## config.mk

```make
export PLATFORM = sky130hd
export DESIGN_NAME = ascii_can_line_receiver_flat
export DESIGN_NICKNAME = d
export VERILOG_FILES = /design/src/rtl/acl_pkg.sv /design/src/rtl/acl_ifs.sv /design/src/rtl/acl_frame_acc.sv /design/src/rtl/ascii_can_line_receiver.sv /design/src/flat_wrapper.sv
export SDC_FILE = /design/constraint.sdc
export NUM_CORES = 1
export LEC_CHECK = 0
export BUFFER_PORTS_ARGS = -buffer_cell sky130_fd_sc_hd__buf_2
export CORE_ASPECT_RATIO = 0.7
export CORE_MARGIN = 4
export CORE_UTILIZATION = 57
export CTS_CLUSTER_SIZE = 16
export DETAILED_ROUTE_END_ITERATION = 16
export PLACE_DENSITY = 0.79
export REMOVE_ABC_BUFFERS = 1
export SETUP_SLACK_MARGIN = 0.3
export SLEW_MARGIN = 25
export SYNTH_ARGS = -nofsm -noshare
export SYNTH_HDL_FRONTEND = slang
export SYNTH_SLANG_ARGS = --single-unit
```

## constraint.sdc

```tcl
create_clock -name clk -period 13.95 [get_ports clk]
set_input_delay 2.0925 -clock clk [delete_from_list [all_inputs] [get_ports clk]]
set_output_delay 2.0925 -clock clk [all_outputs]
set_load 0.1 [all_outputs]
```

## src/rtl/acl_pkg.sv

```systemverilog
package acl_pkg;

	localparam int LINE_MAX_DEF = 32;
	localparam int TICK_MS_DEF = 10;

	localparam logic [15:0] TIMEOUT_RST = 16'd3000;

	localparam logic [7:0] CH_BEL = 8'h07;
	localparam logic [7:0] CH_CR = 8'h0D;
	localparam logic [7:0] CH_STD = 8'h74;
	localparam logic [7:0] CH_EXT = 8'h54;

	localparam logic [3:0] ID_STD_DIGITS = 4'd3;
	localparam logic [3:0] ID_EXT_DIGITS = 4'd8;
	localparam logic [4:0] DLC_MAX = 5'd8;
	localparam logic [5:0] RSP_LEN_MAX = 6'd63;

	typedef enum logic [1:0] {
		KIND_FRAME = 2'd0,
		KIND_RESPONSE = 2'd1,
		KIND_BELL = 2'd2
	} kind_t;

	typedef struct packed {
		logic [31:0] id;
		logic [3:0] dlc;
		logic [63:0] data;
	} frame_acc_t;

	// bit 4 set for a non-hex character
	function automatic logic [4:0] hex_value(input logic [7:0] c);
		logic [4:0] v;
		v = 5'd16;
		if (c >= 8'h30 && c <= 8'h39) begin
			v = 5'(c - 8'h30);
		end else if (c >= 8'h61 && c <= 8'h66) begin
			v = 5'(c - 8'h57);
		end else if (c >= 8'h41 && c <= 8'h46) begin
			v = 5'(c - 8'h37);
		end
		return v;
	endfunction

endpackage

```

## src/rtl/acl_ifs.sv

```systemverilog
interface acl_char_if;
	logic valid;
	logic ready;
	logic operation;
	logic [7:0] rx_byte;

	modport source (output valid, output operation, output rx_byte, input ready);
	modport sink (input valid, input operation, input rx_byte, output ready);
endinterface

interface acl_result_if;
	import acl_pkg::*;
	logic valid;
	logic ready;
	kind_t kind;
	logic extended;
	logic [31:0] frame_id;
	logic [3:0] frame_length;
	logic [63:0] frame_data;
	logic [7:0] response_first;
	logic [5:0] response_length;

	modport source (output valid, output kind, output extended, output frame_id,
		output frame_length, output frame_data, output response_first,
		output response_length, input ready);
	modport sink (input valid, input kind, input extended, input frame_id,
		input frame_length, input frame_data, input response_first,
		input response_length, output ready);
endinterface

interface acl_cfg_if;
	logic valid;
	logic ready;
	logic [15:0] data;

	modport source (output valid, output data, input ready);
	modport sink (input valid, input data, output ready);
endinterface

```

## src/rtl/acl_frame_acc.sv

```systemverilog
module acl_frame_acc #(
	parameter int LINE_MAX = acl_pkg::LINE_MAX_DEF
) (
	input logic [$clog2(LINE_MAX+1)-1:0] pos,
	input logic ext,
	input logic [7:0] rx_byte,
	input acl_pkg::frame_acc_t acc_in,
	output acl_pkg::frame_acc_t acc_out,
	output logic bad
);
	import acl_pkg::*;

	localparam int CNT_W = $clog2(LINE_MAX + 1);
	localparam int CMP_W = CNT_W + 2;

	logic [4:0] hv;
	logic [CMP_W-1:0] nid;
	logic [CMP_W-1:0] pos_x;
	logic [CMP_W-1:0] p;
	logic [3:0] nib;

	assign hv = hex_value(rx_byte);
	assign nid = CMP_W'(ext ? ID_EXT_DIGITS : ID_STD_DIGITS);
	assign pos_x = CMP_W'(pos);
	assign p = pos_x - nid - CMP_W'(2);
	// byte p/2, high nibble first
	assign nib = {p[3:1], ~p[0]};

	always_comb begin
		acc_out = acc_in;
		bad = 1'b0;
		if (pos_x <= nid) begin
			if (hv[4]) begin
				bad = 1'b1;
			end else begin
				acc_out.id = {acc_in.id[27:0], hv[3:0]};
			end
		end else if (pos_x == nid + CMP_W'(1)) begin
			if (hv > DLC_MAX) begin
				bad = 1'b1;
			end else begin
				acc_out.dlc = hv[3:0];
			end
		end else if (p < CMP_W'({acc_in.dlc, 1'b0})) begin
			if (hv[4]) begin
				bad = 1'b1;
			end else begin
				for (int i = 0; i < 16; i++) begin
					if (nib == 4'(i)) begin
						acc_out.data[4*i +: 4] = acc_in.data[4*i +: 4] | hv[3:0];
					end
				end
			end
		end
	end

endmodule

```

## src/rtl/ascii_can_line_receiver.sv

```systemverilog
// path: an accepted item goes through the input register, then the result register
// throughput: one item per cycle unless a stalled result holds the input register
// an item leaves the input register as soon as no result waits unaccepted
// reset: asynchronous, clears the line, the idle timer and both registers' valid flags
// reset: line_timeout_ms returns to 3000
module ascii_can_line_receiver #(
	parameter int LINE_MAX = acl_pkg::LINE_MAX_DEF,
	parameter int TICK_MS = acl_pkg::TICK_MS_DEF
) (
	input logic clk,
	input logic arst_n,
	acl_char_if.sink chars,
	acl_result_if.source results,
	acl_cfg_if.sink cfg
);
	import acl_pkg::*;

	localparam int CNT_W = $clog2(LINE_MAX + 1);
	localparam int CMP_W = CNT_W + 2;
	localparam int TMR_W = $clog2(65536 + TICK_MS);

	logic valid_s1;
	logic op_s1;
	logic [7:0] byte_s1;
	logic adv;

	logic [15:0] timeout_q;
	logic [CNT_W-1:0] count_q;
	logic [7:0] first_q;
	frame_acc_t acc_q;
	logic bad_q;
	logic [TMR_W-1:0] timer_q;

	logic [CNT_W-1:0] count_d;
	logic [7:0] first_d;
	frame_acc_t acc_d;
	logic bad_d;
	logic [TMR_W-1:0] timer_d;

	logic out_valid_q;
	kind_t kind_q;
	logic ext_q;
	logic [31:0] id_q;
	logic [3:0] len_q;
	logic [63:0] data_q;
	logic [7:0] rfirst_q;
	logic [5:0] rlen_q;

	logic emit;
	kind_t kind_d;
	logic ext_d;
	logic [31:0] id_d;
	logic [3:0] len_d;
	logic [63:0] data_d;
	logic [7:0] rfirst_d;
	logic [5:0] rlen_d;

	logic is_ext;
	logic is_frame;
	frame_acc_t acc_upd;
	logic frame_bad;
	logic [TMR_W-1:0] timer_inc;
	logic [CMP_W-1:0] count_x;
	logic [CMP_W-1:0] need;

	assign adv = valid_s1 && (!out_valid_q || results.ready);
	assign chars.ready = !valid_s1 || adv;
	assign cfg.ready = 1'b1;

	assign is_ext = (first_q == CH_EXT);
	assign is_frame = is_ext || (first_q == CH_STD);
	assign timer_inc = timer_q + TMR_W'(TICK_MS);
	assign count_x = CMP_W'(count_q);
	assign need = CMP_W'(is_ext ? ID_EXT_DIGITS : ID_STD_DIGITS) + CMP_W'(2)
		+ CMP_W'({acc_q.dlc, 1'b0});

	acl_frame_acc #(
		.LINE_MAX(LINE_MAX)
	) u_frame_acc (
		.pos(count_q),
		.ext(is_ext),
		.rx_byte(byte_s1),
		.acc_in(acc_q),
		.acc_out(acc_upd),
		.bad(frame_bad)
	);

	always_comb begin
		count_d = count_q;
		first_d = first_q;
		acc_d = acc_q;
		bad_d = bad_q;
		timer_d = timer_q;
		emit = 1'b0;
		kind_d = KIND_BELL;
		ext_d = 1'b0;
		id_d = '0;
		len_d = '0;
		data_d = '0;
		rfirst_d = '0;
		rlen_d = '0;
		if (op_s1) begin
			if (count_q != '0) begin
				timer_d = timer_inc;
				if (timer_inc > TMR_W'(timeout_q)) begin
					count_d = '0;
					first_d = '0;
					acc_d = '0;
					bad_d = 1'b0;
				end
			end else begin
				timer_d = '0;
			end
		end else begin
			timer_d = '0;
			if (byte_s1 == CH_BEL) begin
				emit = 1'b1;
				kind_d = KIND_BELL;
				count_d = '0;
				first_d = '0;
				acc_d = '0;
				bad_d = 1'b0;
			end else if (byte_s1 == CH_CR) begin
				if (!bad_q && is_frame) begin
					if (count_x >= need) begin
						emit = 1'b1;
						kind_d = KIND_FRAME;
						ext_d = is_ext;
						id_d = acc_q.id;
						len_d = acc_q.dlc;
						data_d = acc_q.data;
					end
				end else if (!bad_q) begin
					emit = 1'b1;
					kind_d = KIND_RESPONSE;
					rfirst_d = first_q;
					rlen_d = (count_x > CMP_W'(RSP_LEN_MAX)) ? RSP_LEN_MAX : count_x[5:0];
				end
				count_d = '0;
				first_d = '0;
				acc_d = '0;
				bad_d = 1'b0;
			end else if (count_x >= CMP_W'(LINE_MAX)) begin
				bad_d = 1'b1;
			end else begin
				count_d = count_q + CNT_W'(1);
				if (count_q == '0) begin
					first_d = byte_s1;
				end else if (!bad_q && is_frame) begin
					acc_d = acc_upd;
					bad_d = frame_bad;
				end
			end
		end
	end

	always_ff @(posedge clk or negedge arst_n) begin
		if (!arst_n) begin
			valid_s1 <= 1'b0;
		end else if (chars.ready) begin
			valid_s1 <= chars.valid;
		end
	end

	always_ff @(posedge clk) begin
		if (chars.valid && chars.ready) begin
			op_s1 <= chars.operation;
			byte_s1 <= chars.rx_byte;
		end
	end

	always_ff @(posedge clk or negedge arst_n) begin
		if (!arst_n) begin
			timeout_q <= TIMEOUT_RST;
		end else if (cfg.valid && cfg.ready) begin
			timeout_q <= cfg.data;
		end
	end

	always_ff @(posedge clk or negedge arst_n) begin
		if (!arst_n) begin
			count_q <= '0;
			first_q <= '0;
			acc_q <= '0;
			bad_q <= 1'b0;
			timer_q <= '0;
		end else if (adv) begin
			count_q <= count_d;
			first_q <= first_d;
			acc_q <= acc_d;
			bad_q <= bad_d;
			timer_q <= timer_d;
		end
	end

	always_ff @(posedge clk or negedge arst_n) begin
		if (!arst_n) begin
			out_valid_q <= 1'b0;
		end else if (adv) begin
			out_valid_q <= emit;
		end else if (results.ready) begin
			out_valid_q <= 1'b0;
		end
	end

	always_ff @(posedge clk) begin
		if (adv && emit) begin
			kind_q <= kind_d;
			ext_q <= ext_d;
			id_q <= id_d;
			len_q <= len_d;
			data_q <= data_d;
			rfirst_q <= rfirst_d;
			rlen_q <= rlen_d;
		end
	end

	assign results.valid = out_valid_q;
	assign results.kind = kind_q;
	assign results.extended = ext_q;
	assign results.frame_id = id_q;
	assign results.frame_length = len_q;
	assign results.frame_data = data_q;
	assign results.response_first = rfirst_q;
	assign results.response_length = rlen_q;

endmodule

```

## src/flat_wrapper.sv

```systemverilog
// flat-port wrapper written by rule: the top's interface ports become plain ports
module ascii_can_line_receiver_flat import acl_pkg::*;
#(
	parameter int LINE_MAX = acl_pkg::LINE_MAX_DEF,
	parameter int TICK_MS = acl_pkg::TICK_MS_DEF
)
  (clk, arst_n, chars_valid, chars_operation, chars_rx_byte, chars_ready, results_valid, results_kind, results_extended, results_frame_id, results_frame_length, results_frame_data, results_response_first, results_response_length, results_ready, cfg_valid, cfg_data, cfg_ready);
  acl_char_if chars_i ();
  acl_result_if results_i ();
  acl_cfg_if cfg_i ();
  input logic clk;
  input logic arst_n;
  input wire logic [$bits(chars_i.valid)-1:0] chars_valid;
  input wire logic [$bits(chars_i.operation)-1:0] chars_operation;
  input wire logic [$bits(chars_i.rx_byte)-1:0] chars_rx_byte;
  output wire logic [$bits(chars_i.ready)-1:0] chars_ready;
  output wire logic [$bits(results_i.valid)-1:0] results_valid;
  output wire logic [$bits(results_i.kind)-1:0] results_kind;
  output wire logic [$bits(results_i.extended)-1:0] results_extended;
  output wire logic [$bits(results_i.frame_id)-1:0] results_frame_id;
  output wire logic [$bits(results_i.frame_length)-1:0] results_frame_length;
  output wire logic [$bits(results_i.frame_data)-1:0] results_frame_data;
  output wire logic [$bits(results_i.response_first)-1:0] results_response_first;
  output wire logic [$bits(results_i.response_length)-1:0] results_response_length;
  input wire logic [$bits(results_i.ready)-1:0] results_ready;
  input wire logic [$bits(cfg_i.valid)-1:0] cfg_valid;
  input wire logic [$bits(cfg_i.data)-1:0] cfg_data;
  output wire logic [$bits(cfg_i.ready)-1:0] cfg_ready;
  assign chars_i.valid = chars_valid;
  assign chars_i.operation = chars_operation;
  assign chars_i.rx_byte = chars_rx_byte;
  assign chars_ready = chars_i.ready;
  assign results_valid = results_i.valid;
  assign results_kind = results_i.kind;
  assign results_extended = results_i.extended;
  assign results_frame_id = results_i.frame_id;
  assign results_frame_length = results_i.frame_length;
  assign results_frame_data = results_i.frame_data;
  assign results_response_first = results_i.response_first;
  assign results_response_length = results_i.response_length;
  assign results_i.ready = results_ready;
  assign cfg_i.valid = cfg_valid;
  assign cfg_i.data = cfg_data;
  assign cfg_ready = cfg_i.ready;
  ascii_can_line_receiver #(.LINE_MAX(LINE_MAX), .TICK_MS(TICK_MS)) u_core (.clk(clk), .arst_n(arst_n), .chars(chars_i), .results(results_i), .cfg(cfg_i));
endmodule
```

==> impl_metrics.py <==
metrics = {
    "setup_path": {
        "endpoint_kind": "flop",
        "worstPathArrival_ns": 5.21,
        "worstPathRequired_ns": 14.15,
        "start_kind": "flop",
        "crit_fanout": 59,
        "worstSetupPathType": "flop to flop",
    },
    "logic_synthesis": {
        "yosysMostFrequentCell": "dfrtp_1",
        "synth_edf_count": 126,
        "synth_common_cells": "dfrtp_1 (142), edfxtp_1 (126), a22o_1 (80)",
        "synth_top_area_cell": "edfxtp_1",
        "avgSynthCellArea_um2": 12.5,
        "yosysWarnings": 0,
        "synth_cells": 1022,
        "synth_flop_cell": "dfrtp_1",
        "synth_top_area_share_pct": 29.5,
        "ys_async_sr_fraction_pct": 54.2,
        "ys_seq_elements": 275,
        "syn_area_um2": 12800,
        "ys_seq_area_share_pct": 58.7,
        "synth.distinct_cells": 75,
        "yosys-top-cells-area": "edfxtp_1 (30%), dfrtp_1 (28%), a22o_1 (5.5%)",
    },
    "clocking": {
        "clockRootBuffer": "clkbuf_16",
        "clock_latency_ns": 0.54,
        "htree_levels": 1,
        "clockBufferDepth": 3,
        "clock-sinks": 275,
        "path_clk_slew_ns": 0.06,
        "cts_buffers": 26,
        "tritoncts": "built",
        "ctsHoldBuffers": 0,
        "postCtsSetupBuffers": 0,
        "cts_resized": 0,
    },
    "timing": {
        "finalSetupTns_ns": 0,
        "fmax_ghz": 0.200,
        "layout_setup_ws_ns": 8.94,
        "slew_violations": 0,
        "worst_pin_slew_ns": 0.990,
        "max_slew_margin_pct": 32.3,
        "rsz0062_at_grt": "no",
        "fin_crit_ns": 5.01,
        "fin_crit_sh_pct": 35.9,
        "finalClockSkew_ns": 0.0125,
        "setup_viol": 0,
        "hold_viol": 0,
    },
    "grt": {
        "grt_max_degree": 102,
        "track_usage_pct": 22.0,
        "grt.overflow.total": 0,
        "antenna_found_initial": 0,
        "grt_pass1_vias": 8225,
        "grt_pass1_wl_um": 45200,
    },
    "layout": {
        "num_antenna_cells": 0,
        "layout-area-overhead-vs-synth_pct": 13.3,
        "n_fill_cell": 1602,
        "layout-drive-gt1-share_pct": 22.0,
        "fin_nets": 1219,
    },
    "run_status": {
        "status": "finished clean",
    },
    "drt": {
        "first_pass_iters": 7,
        "viasPerCell": 6.00,
        "wirelength_um": 28000,
        "routedWlPerCell_um": 19.4,
        "drt_iter0_drc": 901,
        "drc": 0,
        "vias": 8674,
        "antenna_left": 0,
    },
    "place": {
        "place.gp.congestion": 0.887,
        "port_buffers": 148,
        "pre_cts_ws_ns": 9.01,
        "place_hpwl_um": 18000,
    },
    "die": {
        "pin_count": 150,
        "fp.coreArea_um2": 21900,
        "die_area_um2": 25000,
        "start_util_pct": 58.5,
        "die-width_um": 187,
        "placementRows": 45,
        "die_y_um": 133,
    },
    "power_and_ir_drop": {
        "p_leak_uw": 0.00649,
        "p_per_area_nw_per_um2": 150,
        "irDropWorstVdd_v": 0.0000877,
    },
    "run": {
        "max_cap_viol_count": 0,
    },
    "hold_path": {
        "hold_path_class": "flop to flop",
    },
}
-- routing by layer --
metal | track usage (%) | routed length, um | up-vias
met5 | 0 | 0 | -
met1 | 36.3 | 13600 | 4287
li1 | - | - | 3999
met2 | 30.8 | 11900 | 348
met3 | 3.43 | 2020 | 40
met4 | 4.72 | 522 | 0
-- registers in the layout (all words and copies together) (netlist names), 2 cells and up --
name / count
u_core.timeout_q: 16
u_core.results.frame_id: 32
u_core.results.frame_data: 64
u_core.timer_q: 16
u_core.byte_s1: 8
u_core.results.kind: 2
u_core.count_q: 6
u_core.acc_q: 100
u_core.first_q: 8
u_core.results.response_first: 8
u_core.results.response_length: 6
u_core.results.frame_length: 4
-- stage by stage --
step / instance area (um2) / power (uW) / cells / utilization, % / hold slack (ns)
floorplan: 12400 / 1330 / 958 / - / 0.465
global placement: 13700 / 1450 / 1398 / 62.3 / 0.482
detailed placement: 13700 / 1460 / 1398 / 62.3 / 0.485
CTS: 14500 / 2170 / 1446 / 66.2 / 0.503
global route: 14500 / 2280 / 1446 / 66.3 / 0.515
finish: 14500 / 2170 / 1446 / 66.3 / 0.496
-- cells in the final DEF, fill, tap and decap left out, drive strengths merged, types with 12 or more instances in the layout --
cell type  synthesis  routed
buf               34     158
dfrtp            142     142
edfxtp           126     126
a22o              80      80
nor3b             69      69
inv               68      68
nand2             65      65
nor3              45      45
ha                44      44
clkbuf            30      34
o21ai             33      33
nor2              31      31
mux2i             30      30
a21oi             25      25
a31oi             23      23
xnor2             15      15
nand3             14      14
and3              13      13
mux2              12      12
-- cell type report --
class,instances,area (um2),share of cell area (%)
multi-input combinational,615,4700,32.4
timing repair buffer,158,830,5.71
sequential,275,7520,51.8
tap,282,353,2.43
inverter,68,255,1.76
clock inverter,14,165,1.14
clock buffer,34,691,4.76
-- kinds of logic after synthesis --
logic type / count (synthesis) / share of synthesized area (%)
other: 1 / 0.0293
buffers and inverters: 132 / 4.83
AO/OA/AOI/OAI: 210 / 13.7
AND/OR/NAND/NOR: 301 / 13.8
multiplexers: 42 / 3.43
XOR/XNOR: 16 / 1.09
adder cells (fa/ha/maj): 45 / 4.45
flip-flops: 275 / 58.7
-- where the power goes --
group          total [uW]  internal [uW]  leakage (uW)  switching (uW)
Sequential            976            917       0.00338            58.9
Combinational         485            183       0.00269             302
Clock                 710            407      0.000420             303
-- critical path, cell delays in order (launching register included) --
cell and delay (ns):
dfrtp_1 0.40, nor4b_2 0.33, nand4_1 0.46, inv_1 0.31, ha_1 0.18, inv_1 0.05, ha_1 0.21, ha_1 0.29
inv_1 0.05, ha_1 0.27, a21o_1 0.15, a21o_1 0.21, a2111oi_0 0.90, nor2_4 0.01, buf_4 0.36, buf_4 0.46
-- worst paths after layout --
path                                startpoint                          end  slack, ns  cells past startpoint
max in group asynchronous               arst_n             u_core.acc_q[98]      10.98                      2
max reg2reg                  u_core.first_q[0]  u_core.results.frame_id[29]       8.94                     15
min reg2reg                u_core.timeout_q[0]          u_core.timeout_q[0]       0.50                      1
min in group asynchronous               arst_n         u_core.timeout_q[10]       1.64                      1
max                          u_core.first_q[0]  u_core.results.frame_id[29]       8.94                     15
min                        u_core.timeout_q[0]          u_core.timeout_q[0]       0.50                      1
Note: power is estimated with default switching activity, not from simulation.
